[src/rtl/pcm_channel_downmix_gain_macros.svh]
// Assertion macros shared by the downmix RTL.
// Needs clk_i and rst_ni in the scope of the module that uses them.
`ifndef PCM_CHANNEL_DOWNMIX_GAIN_MACROS_SVH
`define PCM_CHANNEL_DOWNMIX_GAIN_MACROS_SVH

// a implies b on the same clock edge
`define PCMDMX_ASSERT_IMP(lbl, a, b) \
  lbl: assert property (@(posedge clk_i) disable iff (!rst_ni) (a) |-> (b)) \
    else $error("implication check failed");

// a implies b on the following clock edge
`define PCMDMX_ASSERT_NXT(lbl, a, b) \
  lbl: assert property (@(posedge clk_i) disable iff (!rst_ni) (a) |=> (b)) \
    else $error("next-cycle check failed");

`endif

[src/rtl/pcmdmx_pkg.sv]
// Package for the PCM downmix block: payload types, codes, weights and the
// Q12 truncate-and-saturate helper. No dependencies.
package pcmdmx_pkg;

  localparam int SAMPLE_W = 16;
  localparam int WIDE_W   = 33;  // mix accumulator and gain product
  localparam int GAIN_W   = 16;
  localparam int CFG_IDX_W = 2;
  localparam int NUM_CH   = 6;
  localparam int Q12_SHIFT    = 12;
  localparam int CENTER_SHIFT = 11;  // weight 0.5 in Q12

  localparam logic signed [WIDE_W-1:0] W_REAR_LFE = 33'sd2867;  // 0.7 in Q12
  localparam logic signed [WIDE_W-1:0] Q12_BIAS   = 33'sd4095;
  localparam logic signed [WIDE_W-1:0] SAT_HI_W   = 33'sd32767;
  localparam logic signed [WIDE_W-1:0] SAT_LO_W   = -33'sd32768;
  localparam logic signed [SAMPLE_W-1:0] SAT_HI_16 = 16'sh7FFF;
  localparam logic signed [SAMPLE_W-1:0] SAT_LO_16 = 16'sh8000;

  localparam logic [GAIN_W-1:0] UNITY_GAIN = 16'd4096;

  localparam logic [2:0] CNT_MONO     = 3'd1;
  localparam logic [2:0] CNT_STEREO   = 3'd2;
  localparam logic [2:0] CNT_SURROUND = 3'd6;

  localparam logic [1:0] MODE_PASS  = 2'd0;
  localparam logic [1:0] MODE_LEFT  = 2'd1;
  localparam logic [1:0] MODE_RIGHT = 2'd2;

  localparam logic [CFG_IDX_W-1:0] CFG_SURROUND  = 2'd0;
  localparam logic [CFG_IDX_W-1:0] CFG_STEREO    = 2'd1;
  localparam logic [CFG_IDX_W-1:0] CFG_NORM_ON   = 2'd2;
  localparam logic [CFG_IDX_W-1:0] CFG_NORM_GAIN = 2'd3;

  typedef struct packed {
    logic [2:0]                 channel_count;
    logic signed [SAMPLE_W-1:0] in_ch0;
    logic signed [SAMPLE_W-1:0] in_ch1;
    logic signed [SAMPLE_W-1:0] in_ch2;
    logic signed [SAMPLE_W-1:0] in_ch3;
    logic signed [SAMPLE_W-1:0] in_ch4;
    logic signed [SAMPLE_W-1:0] in_ch5;
    logic                       frame_last;
  } pcmdmx_in_t;

  typedef struct packed {
    logic [2:0]                 out_count;
    logic signed [SAMPLE_W-1:0] out_ch0;
    logic signed [SAMPLE_W-1:0] out_ch1;
    logic signed [SAMPLE_W-1:0] out_ch2;
    logic signed [SAMPLE_W-1:0] out_ch3;
    logic signed [SAMPLE_W-1:0] out_ch4;
    logic signed [SAMPLE_W-1:0] out_ch5;
    logic                       out_last;
  } pcmdmx_out_t;

  // stage enables handed to each gain lane
  typedef struct packed {
    logic sel_en;
    logic mul_en;
  } pcmdmx_lane_en_t;

  // divide by 4096 toward zero, then clamp to 16 bits
  function automatic logic signed [SAMPLE_W-1:0] q12_trunc_sat(
    input logic signed [WIDE_W-1:0] v
  );
    logic signed [WIDE_W-1:0] bias;
    logic signed [WIDE_W-1:0] t;
    bias = v[WIDE_W-1] ? Q12_BIAS : '0;
    t    = (v + bias) >>> Q12_SHIFT;
    if (t > SAT_HI_W) begin
      return SAT_HI_16;
    end else if (t < SAT_LO_W) begin
      return SAT_LO_16;
    end
    return t[SAMPLE_W-1:0];
  endfunction

endpackage

[src/rtl/pcmdmx_mix_lane.sv]
// One side of the 5.1 stereo mix: registered Q12 weighted sum.
// Depends on pcmdmx_pkg.
module pcmdmx_mix_lane
  import pcmdmx_pkg::*;
(
  input  logic                       clk_i,
  input  logic                       en_i,
  input  logic signed [SAMPLE_W-1:0] front_i,
  input  logic signed [SAMPLE_W-1:0] rear_i,
  input  logic signed [SAMPLE_W-1:0] center_i,
  input  logic signed [SAMPLE_W-1:0] lfe_i,
  output logic signed [WIDE_W-1:0]   acc_o
);

  logic signed [SAMPLE_W:0]   rl_sum;
  logic signed [WIDE_W-1:0]   acc_d;
  logic signed [WIDE_W-1:0]   acc_q;

  // rear and LFE share the 0.7 weight, so one multiply covers both
  always_comb begin
    rl_sum = (SAMPLE_W+1)'(rear_i) + (SAMPLE_W+1)'(lfe_i);
    acc_d  = (WIDE_W'(front_i) <<< Q12_SHIFT)
           + (WIDE_W'(center_i) <<< CENTER_SHIFT)
           + WIDE_W'(rl_sum) * W_REAR_LFE;
  end

  always_ff @(posedge clk_i) begin
    if (en_i) begin
      acc_q <= acc_d;
    end
  end

  assign acc_o = acc_q;

endmodule

[config.mk]
export PLATFORM = sky130hd
export DESIGN_NAME = pcmdmx_mix_lane
export DESIGN_NICKNAME = d
export VERILOG_FILES = /design/src/rtl/pcm_channel_downmix_gain_macros.svh /design/src/rtl/pcmdmx_pkg.sv /design/src/rtl/pcmdmx_mix_lane.sv
export SDC_FILE = /design/constraint.sdc
export NUM_CORES = 1
export LEC_CHECK = 0
export ABC_AREA = 0
export BUFFER_PORTS_ARGS = -buffer_cell sky130_fd_sc_hd__buf_2
export CORE_MARGIN = 5
export CORE_UTILIZATION = 55
export DETAILED_ROUTE_END_ITERATION = 7
export PLACE_DENSITY_LB_ADDON = 0.2
export SLEW_MARGIN = 25
export SYNTH_ARGS = -nofsm -noshare
export SYNTH_HDL_FRONTEND = slang
export SYNTH_SLANG_ARGS = --single-unit
export TNS_END_PERCENT = 100
[constraint.sdc]
create_clock -name clk_i -period 8.8 [get_ports clk_i]
set_clock_uncertainty 0.05 [all_clocks]
set_input_delay 2.64 -clock clk_i [delete_from_list [all_inputs] [get_ports clk_i]]
set_output_delay 2.64 -clock clk_i [all_outputs]
set_load 0.01 [all_outputs]
# --- Word-level counts from Yosys, hierarchy flattened ---
# Cells that the tools add are included.
classes:
  n_lt_le_gt_ge: 0
  div: 0
  eq_ne: 0
  bitwise: 0
  addsub: 3
  reduce_logical: 0
  muxes: 0
  n_shift: 0
  n_mul: 1
ops:
  columns: ["cell", "count"]
  rows:
  - ["$add 29x30->31", 1]
  - ["$mul 17x13->30 const B", 1]
  - ["$add 28x27->29", 1]
  - ["$add 16x16->17", 1]
totals:
  word_cells: 5
  in_bits: 66
  out_inout_bits: 33
  latchBits: 0
  mem_count: 0
  mem_bits_ro: 0
  ff_bits: 33
  ramBits: 0

# --- Depth between registers and ports, before layout ---
# Gate-level depths: netlist of the first run.
logic_depth:
  ltp_word: 3
  depth_mapped: 30

# --- Worst setup path after synthesis of the first run ---
# Ideal clock, no wire load.
synth_path:
  path_type: "input port to flip-flop"
  start: "input rear_i[0]"
  end: "register acc_q[26], in the netlist acc_o[26] (data pin)"
  required_ps: 8484
  setup_time_ps: 266
  n_path_buf: 1
  stages: 30
  path_slack_ps: -496
  arrival_ps: 8980
  path_cell_list: "ha_1 -> inv_1 -> fa_1 -> nand2b_1 -> a21oi_1 -> a21oi_1 -> nand2_1 -> a31oi_2 -> xnor2_2 -> inv_1 -> fa_1 -> inv_1 -> ha_1 -> inv_1 -> fa_1 -> inv_1 -> fa_1 -> fa_1 -> inv_1 -> fa_1 -> inv_1 -> ha_1 -> buf_2 -> and2_1 -> a2111oi_0 -> o21bai_1 -> a21o_1 -> a21oi_1 -> o21ai_0 -> xor2_1"
synth_via:
  elab_chain_cells: 3
synth_lines:
  columns: ["element", "line_no", "source"]
  rows:
  - ["start: declaration", "pcmdmx_mix_lane.sv:9", "input logic signed [SAMPLE_W-1:0] rear_i,"]
  - ["$add 16x16->17", "pcmdmx_mix_lane.sv:21", "rl_sum = (SAMPLE_W+1)'(rear_i) + (SAMPLE_W+1)'(lfe_i);"]
  - ["$mul 17x13->30", "pcmdmx_mix_lane.sv:24", "+ WIDE_W'(rl_sum) * W_REAR_LFE;"]
  - ["$add 29x30->31", "pcmdmx_mix_lane.sv:24", null]
  - ["net acc_d[26]", "pcmdmx_mix_lane.sv:16", "logic signed [WIDE_W-1:0] acc_d;"]
  - ["end signal: assignment", "pcmdmx_mix_lane.sv:29", "acc_q <= acc_d;"]
  - ["end: declaration", "pcmdmx_mix_lane.sv:17", "logic signed [WIDE_W-1:0] acc_q;"]
# The timed path passes the listed nets, and every way through them passes these cells.
# A chain may end at the register's enable or synchronous reset.

# --- Worst setup path after layout of the first run ---
layout_path:
  start: "input lfe_i[0]"
  end: "register acc_q[27], in the netlist acc_o[27] (data pin)"
layout_via:
  elab_chain_cells: 3
layout_lines:
  columns: ["element", "line_no", "source"]
  rows:
  - ["start: declaration", "pcmdmx_mix_lane.sv:11", "input logic signed [SAMPLE_W-1:0] lfe_i,"]
  - ["$add 16x16->17", "pcmdmx_mix_lane.sv:21", null]
  - ["$mul 17x13->30", "pcmdmx_mix_lane.sv:24", null]
  - ["$add 29x30->31", "pcmdmx_mix_lane.sv:24", null]
  - ["net acc_d[27]", "pcmdmx_mix_lane.sv:16", null]
# The timed path passes the listed nets, and every way through them passes these cells.

==> results by group, run 1 <==
Hold path
  – Tightest Hold Check Type: input port to flip-flop
  – Worst Hold End: acc_o[0]
  – WHS Path Cells: 2
  – Hold Startpoint: rear_i[0]

Yosys
  – Synth area leaders: fa_1, ha_1, edfxtp_1
  – Synth cell count leaders: inv_1, ha_1, fa_1
  – Cell area after synthesis: around 0.0075 mm^2
  – Leading area contributor after synthesis: fa_1
  – Asr flop ratio synth: 0%
  – Register bit total from synthesis: 31
  – Sequential fraction of the synthesis area: 12.4%
  – Most frequent cell after synthesis: inv_1
  – Post-Synthesis Cells: between 700 and 800
  – Syn_nets: 1061
  – Synth Warn #: 0
  – EDFF count, synth: 31
  – Post-Syn Area per Cell: 9.71 um^2
  – Top FF cell, synth: edfxtp_1
  – Top cell type's share of synthesized area: 29.7%
  – Synth unique cells: 56

Worst setup path
  – CP dominant cell by count: inv_2
  – CP required: 8790 ps
  – CP arrival: 9070 ps
  – CP peak stage delay: roughly 520 ps
  – Startpoint types: input port
  – CP Max Fanout: 5
  – Crit Path Class: input port to flip-flop
  – CP Capture Type: flip-flop
  – Worst path slowest cell: or4_4

Floorplan
  – Die Y: ~130 um
  – Placement Rows: 42
  – Die W: 127 um
  – Starting Density: 56.2%
  – # IOs: 99
  – Die Area: 0.0160 mm^2
  – Core ar.: between 0.01 and 0.015 mm^2

Clock tree
  – Clock root buffer: clkbuf_16
  – Clock slew at reported path FFs: 60 ps
  – Number of buffers on the longest clock path: 2
  – TritonCTS Buffers: 5
  – CTS tree: built
  – TritonCTS Sinks: 31
  – Hold-fix buffers, CTS: 0
  – CTS H-tree lvls: 2

Drt
  – Drt drc: 0
  – Initial DRT Pass Iterations: 5
  – Post-route ant nets: 0
  – Highest routed layer: met4
  – Vias: roughly 6300
  – Wire per inst: between 15 and 20 um
  – Routed WL: 20.3 mm
  – DR WL met2: about 11 mm
  – Initial drt markers: 297
  – Routed vias/inst: 5.23
  – Routed wl met3: 673 um
  – Wl on met1: 8.04 mm

Finish
  – Diode count: 0
  – Final nets: between 1000 and 1500
  – Area grow syn2layout: 40.0%
  – Post-route cell area: ~0.010 mm^2
  – Reg area: 931 um^2
  – Area of the multi-input gates: 0.00652 mm^2
  – Share of post-route cells with drive strength above 1: 40.4%
  – Filler cell count: approximately 850
  – Largest register FFs: 31

Global route
  – First-pass GRT wire length: 32.0 mm
  – Largest net degree at the start of global routing: 32
  – Vias in the first global route: 6997
  – Global route overflow: 0
  – GRT Util Overall: between 20% and 30%
  – Initial antenna violation count: 0

Place
  – Gp weighted congestion: between 0.9 and 1
  – Dpl hpwl: 16.2 mm
  – Pre-CTS setup slack: -588 ps
  – Placed Area: 0.00939 mm^2
  – Count of buffers from port buffering: 98

STA
  – Hold Worst Slack: between 2000 and 3000 ps
  – Slew Limit Headroom: 49.3%
  – Final hold violations: 0
  – Setup-failing EPs final: 9
  – Fin crit share: 103%
  – Tightest Pin Transition: 761 ps
  – Peak Freq: 0.110 GHz
  – Final Worst Setup Slack: -288 ps
  – Final Critical Period: 9090 ps
  – RSZ-0062 raised after global routing: true
  – Final Max Tran Viols: 0

Run status
  – Status: finished with violations
  – Violations in the final reports: negative setup slack

Job
  – MaxCap Viol Count: 0
layout make-up:
cell class | instances | share of cell area, %
well taps | 176 | 2.10
flip-flops and latches | 31 | 8.89
repair buffers | 272 | 17.7
multi-input cells | 518 | 62.3
clock buffers | 5 | 1.20
inverters | 204 | 7.41
clock inverters | 3 | 0.371
placed cells by master (no fill, tap or decap), drive strengths merged, types with 9 or more instances in the layout:
cell type | Yosys | final
xor2 | 24 | 24
o21ai | 19 | 19
nand2b | 12 | 12
ha | 114 | 114
edfxtp | 31 | 31
buf | 9 | 272
a211oi | 9 | 9
fa | 111 | 111
nor2 | 13 | 13
nand2 | 27 | 27
a21oi | 41 | 41
a31oi | 9 | 9
inv | 204 | 204
nor3 | 10 | 10
xnor2 | 47 | 47
a21o | 27 | 27
routing by layer:
layer,vias to the layer above,track usage [%]
met5,-,0
met4,0,6.88
met3,49,1.98
met2,174,46.4
met1,3097,29.7
li1,2998,-
metrics by stage:
stage	TNS, ps	util, %	cells
after detailed placement	-5830	70.6	1174
after floorplan	-51.1	-	770
after CTS	-25.8	74.7	1197
after global routing	-3830	78.7	1209
final	-1460	78.7	1209
after global placement	-4730	70.6	1174
logic make-up after synthesis:
group / Yosys count / synth area share [%]
compound gates: 130 / 11.9
xor+xnor: 71 / 8.42
fa+ha+maj: 225 / 48.8
buf+inv: 221 / 12.0
flops: 31 / 12.4
mux: 1 / 0.134
simple gates: 91 / 6.32
worst max-delay path: cells and delay by family:
| family | cells | cell delay, ps |
|---|---|---|
| adder cells (fa/ha/maj) | 8 | 2960 |
| AO/OA/AOI/OAI | 8 | 1410 |
| buffers and inverters | 11 | 1080 |
| XOR/XNOR | 1 | 100 |
| AND/OR/NAND/NOR | 4 | 890 |
how the worst max path moves through the flow:
stage	start	end	slack (ps)	cells after the start
2_1_floorplan	lfe_i[0]	acc_o[26]	-20	30
3_3_place_gp	rear_i[7]	acc_o[29]	-470	28
3_5_place_dp	rear_i[7]	acc_o[28]	-590	28
4_1_cts	rear_i[0]	acc_o[28]	-20	29
5_1_grt	rear_i[0]	acc_o[28]	-470	30
6_report	lfe_i[0]	acc_o[27]	-290	32
timing repair:
| item | 4_1_cts | 5_1_grt |
|---|---|---|
| pin swaps | 38 | 61 |
| setup endpoints to repair | 12 | 16 |
| resized for setup | 47 | 89 |
| buffers inserted | 15 | 15 |
Power of run 1 is not shown: default switching activity piles up to over one toggle a cycle in this logic, so the estimate is an artifact.
==> inputs of run 2 (changes only) <==
- BUFFER_PORTS_ARGS: -buffer_cell sky130_fd_sc_hd__buf_2 -> -buffer_cell sky130_fd_sc_hd__clkbuf_2
- CORE_MARGIN: 5 -> 4
==> results by group, run 2 (same netlist as run 1, synthesis figures left out) <==
Drt
  – Post-route ant nets: 0 (unchanged)
  – Routed vias/inst: 5.14 (was 5.23)
  – Drt drc: 0 (unchanged)
  – Initial DRT Pass Iterations: 4 (was 5)
  – Initial drt markers: 282 (was 297)
  – Wire per inst: 16.2 um (was 16.8 um)
  – Vias: 6180 (was 6318)
  – Routed WL: 19.5 mm (was 20.3 mm)

Worst setup path
  – CP dominant cell by count: fa_1 (was inv_2)
  – Worst path slowest cell: or4_4 (unchanged)
  – CP required: 8900 ps (was 8790 ps)
  – Startpoint types: input port (unchanged)
  – CP Max Fanout: 4 (was 5)
  – Crit Path Class: input port to flip-flop (unchanged)
  – CP arrival: 8950 ps (was 9070 ps)
  – CP peak stage delay: 590 ps (was 520 ps)
  – CP Capture Type: flip-flop (unchanged)

Clock tree
  – Number of buffers on the longest clock path: 2 (unchanged)
  – TritonCTS Buffers: 5 (unchanged)
  – CTS tree: built (unchanged)
  – CTS H-tree lvls: 2 (unchanged)
  – Clock root buffer: clkbuf_16 (unchanged)
  – Clock slew at reported path FFs: 50 ps (was 60 ps)
  – TritonCTS Sinks: 31 (unchanged)

Job
  – MaxCap Viol Count: 0 (unchanged)

Place
  – Count of buffers from port buffering: 98 (unchanged)
  – Placed Area: 0.00940 mm^2 (was 0.00939 mm^2)
  – Dpl hpwl: 16.2 mm (about the same)
  – Gp weighted congestion: 0.905 (was 0.934)
  – Placed insts: 1173 (was 1174)

STA
  – Slew Limit Headroom: 43.7% (was 49.3%)
  – Final Critical Period: 8850 ps (was 9090 ps)
  – Final Worst Setup Slack: -51.2 ps (was -288 ps)
  – Tightest Pin Transition: 844 ps (was 761 ps)
  – Final hold violations: 0 (unchanged)
  – Hold Worst Slack: 2660 ps (was 2650 ps)
  – Fin crit share: 101% (was 103%)
  – Setup-failing EPs final: 4 (was 9)
  – RSZ-0062 raised after global routing: true (unchanged)
  – Sum of negative setup slack: -159 ps (was -1460 ps)
  – Final Max Tran Viols: 0 (unchanged)
  – Peak Freq: 0.113 GHz (was 0.110 GHz)

Global route
  – Initial antenna violation count: 0 (unchanged)
  – Largest net degree at the start of global routing: 32 (unchanged)
  – Vias in the first global route: 6996 (was 6997)
  – Global route overflow: 0 (unchanged)
  – First-pass GRT wire length: 32.3 mm (was 32.0 mm)
  – GRT Util Overall: 25.2% (was 24.5%)

Finish
  – Share of post-route cells with drive strength above 1: 39.5% (was 40.4%)
  – Reg area: 931 um^2 (unchanged)
  – Commonest non-fill, non-tap cell in the layout: inv_1 (unchanged)
  – Final nets: 1317 (was 1323)
  – Largest register FFs: 31 (unchanged)
  – Area of the multi-input gates: 0.00639 mm^2 (was 0.00652 mm^2)
  – Non-Filler Instances: 1202 (was 1209)
  – Diode count: 0 (unchanged)
  – Commonest non-fill, non-tap cells in the layout: inv_1, buf_4, fa_1 (unchanged)
  – Area grow syn2layout: 38.0% (was 40.0%)
  – Filler cell count: 906 (was 848)
  – Post-route cell area: 0.0103 mm^2 (was 0.0105 mm^2)

Floorplan
  – Die W: 125 um (was 127 um)
  – Starting Density: 56.2% (unchanged)
  – Placement Rows: 42 (unchanged)
  – Core ar.: 0.0133 mm^2 (unchanged)
  – Die Y: 125 um (was 127 um)
  – # IOs: 99 (unchanged)
  – Die Area: 0.0155 mm^2 (was 0.0160 mm^2)

Run status
  – Status: finished with violations (unchanged)
  – Violations in the final reports: negative setup slack (unchanged)

Hold path
  – Tightest Hold Check Type: input port to flip-flop (unchanged)
[run 2: cell types whose count changed in the layout (fill, tap and decap cells not counted), sizes merged]
cell | previous run | this run
buf | 272 | 176
bufinv | 1 | 0
clkbuf | 5 | 95
[run 2: worst paths after layout]
check   endpoint  slack, ps      from  depth (start not counted)
max    acc_o[31]        -50  lfe_i[3]                         26
min     acc_o[0]       2660  lfe_i[0]                          2
[run 2: routing by layer]
metal	vias to the layer above	share of wire [%]	GRT usage, %
li1	2977	-	-
met1	3039	39	30.6
met2	140	56	48.7
met3	24	3.4	2.44
met4	0	1.6	4.64
met5	-	0	0
[run 2: what timing repair did]
action	4_1_cts	5_1_grt
setup endpoints to repair	12	15
gates cloned	0	0
pin swaps	51	69
endpoints found under the hold margin	0	0
gates resized for setup	52	93
buffers inserted	9	13
hold buffers	0	0
[run 2: stage by stage]
stage | utilization, % | setup WS [ps]
detailed placement | 70.7 | -557
finish | 77.6 | -51.2
CTS | 74.0 | -147
global placement | 70.7 | -497
global route | 77.6 | -310
floorplan | - | -20.8
[run 2: critical path, delay by kind of cell]
kind                       cells  cell delay (ps)
adders and majority gates      8             3030
and+or+nand+nor                5             1550
AOI/OAI and AO/OA              6              900
buffers and inverters          6              630
xor gates and xnor gates       1              190
[run 2: final cells by class]
type,instances,share of cell area (%)
tap,176,2.13
inverter,204,7.54
multi-input combinational,518,61.9
clock buffer,5,1.21
timing repair buffer,266,18.1
clock inverter,2,0.0849
sequential,31,9.02
Power of run 2 is left out for the same reason.
==> inputs of run 3 (changes only) <==
- CORE_ASPECT_RATIO: not set -> 1.2
==> results by group, run 3 (same netlist as run 1, synthesis figures left out) <==
Place
  – Count of buffers from port buffering: 98 (unchanged)
  – Gp weighted congestion: 0.907 (was 0.905)
  – Dpl hpwl: 16.6 mm (was 16.2 mm)

Clock tree
  – CTS H-tree lvls: 2 (unchanged)
  – TritonCTS Sinks: 31 (unchanged)
  – TritonCTS Buffers: 5 (unchanged)
  – CTS tree: built (unchanged)
  – Clock slew at reported path FFs: 60 ps (was 50 ps)
  – Number of buffers on the longest clock path: 2 (unchanged)
  – Clock root buffer: clkbuf_16 (unchanged)
  – Hold-fix buffers, CTS: 0 (unchanged)

Job
  – MaxCap Viol Count: 0 (unchanged)

Run status
  – Status: finished with violations (unchanged)
  – Violations in the final reports: negative setup slack (unchanged)

Floorplan
  – Starting Density: 56.2% (unchanged)
  – Die W: 114 um (was 125 um)
  – Die Y: 136 um (was 125 um)
  – # IOs: 99 (unchanged)
  – Die Area: 0.0155 mm^2 (about the same)
  – Core ar.: 0.0133 mm^2 (unchanged)
  – Placement Rows: 46 (was 42)

STA
  – Tightest Pin Transition: 826 ps (was 844 ps)
  – Slew Limit Headroom: 45.0% (was 43.7%)
  – RSZ-0062 raised after global routing: true (unchanged)
  – Final Max Tran Viols: 0 (unchanged)
  – Peak Freq: 0.113 GHz (about the same)
  – Final hold violations: 0 (unchanged)
  – Setup-failing EPs final: 3 (was 4)
  – Fin crit share: 101% (about the same)
  – Hold Worst Slack: 2670 ps (was 2660 ps)
  – Final Worst Setup Slack: -48.3 ps (was -51.2 ps)
  – Final Critical Period: 8850 ps (about the same)

Worst setup path
  – Crit Path Class: input port to flip-flop (unchanged)
  – CP required: 8900 ps (about the same)
  – CP Max Fanout: 4 (unchanged)
  – CP Capture Point: acc_o[31] (unchanged)
  – Setup crit start: rear_i[2] (was lfe_i[3])
  – Startpoint types: input port (unchanged)
  – CP Capture Type: flip-flop (unchanged)
  – CP arrival: 8950 ps (about the same)

Drt
  – Routed WL: 19.4 mm (was 19.5 mm)
  – Drt drc: 0 (unchanged)
  – Initial drt markers: 173 (was 282)
  – Vias: 6168 (was 6180)
  – Wl on met1: 7.20 mm (was 7.59 mm)
  – Initial DRT Pass Iterations: 4 (unchanged)
  – Post-route ant nets: 0 (unchanged)
  – Highest routed layer: met4 (unchanged)
  – DR WL met2: 11.0 mm (about the same)
  – Wire per inst: 16.4 um (was 16.2 um)
  – Routed wl met3: 411 um (was 664 um)
  – Routed vias/inst: 5.21 (was 5.14)

Finish
  – Commonest non-fill, non-tap cells in the layout: inv_1, buf_4, fa_1 (unchanged)
  – Area grow syn2layout: 36.0% (was 38.0%)
  – Filler cell count: 946 (was 906)
  – Share of post-route cells with drive strength above 1: 37.4% (was 39.5%)
  – Largest register FFs: 31 (unchanged)
  – Final nets: 1306 (was 1317)
  – Commonest non-fill, non-tap cell in the layout: inv_1 (unchanged)
  – Diode count: 0 (unchanged)

Global route
  – Initial antenna violation count: 0 (unchanged)
  – GRT Util Overall: 26.4% (was 25.2%)
  – Vias in the first global route: 7028 (was 6996)
  – Largest net degree at the start of global routing: 32 (unchanged)
  – First-pass GRT wire length: 32.6 mm (was 32.3 mm)
  – Global route overflow: 0 (unchanged)

Hold path
  – Tightest Hold Check Type: input port to flip-flop (unchanged)
[run 3: repair_timing]
action                     in CTS  in global routing
setup buffers                   6                 10
pin swaps                      42                 46
setup endpoints to repair      11                 14
resized for setup              38                 83
[run 3: area by class of cell]
class	count	area, um^2	area share (%)
Sequential cell	31	931	9.15
Inverter	204	778	7.65
Clock inverter	2	12.5	0.123
Multi-Input combinational cell	518	6360	62.5
Clock buffer	6	129	1.27
Timing Repair Buffer	255	1760	17.3
Tap cell	168	210	2.07
[run 3: how the worst min path moves through the flow]
stage	cells past startpoint	from	end	slack, ps
after CTS	2	rear_i[0]	acc_o[0]	2670
after global routing	2	lfe_i[0]	acc_o[0]	2670
after detailed placement	2	rear_i[0]	acc_o[0]	2960
after global placement	2	rear_i[0]	acc_o[0]	2960
final	2	lfe_i[0]	acc_o[0]	2670
after floorplan	0	en_i	acc_o[0]	2700
[run 3: critical path: stages]
cell      delay [ps]
clkbuf_2         100
ha_4             270
o21ai_2           60
o21bai_1         170
a21oi_2          100
o31ai_4          320
a31oi_1          140
or4_4            610
inv_4             90
fa_1             420
inv_2             90
ha_4             200
inv_2             50
fa_1             410
inv_2             70
fa_2             440
fa_1             500
inv_1             50
fa_1             520
inv_2             50
ha_4             290
nand2_4           60
buf_4            150
nor3_2           180
a21o_1           250
a21oi_2          100
or4_1            510
nand3_1           90
[run 3: per-stage QoR]
step	area [um^2]	utilization (%)	instances	worst slack [ps]	setup TNS, ps
after floorplan	7710	-	770	-20.8	-51.1
after global placement	9350	70.3	1160	-420	-3700
after detailed placement	9350	70.3	1160	-488	-4860
after CTS	9710	73.1	1174	-113	-275
after global routing	10200	76.5	1184	-294	-1760
final	10200	76.5	1184	-48.3	-107
[run 3: metal layers]
metal | vias to the layer above | global-route usage, %
met5 | - | 0
met2 | 123 | 50.8
li1 | 2960 | -
met3 | 50 | 2.46
met1 | 3035 | 29.5
met4 | 0 | 10.2
Power of run 3 is left out for the same reason.
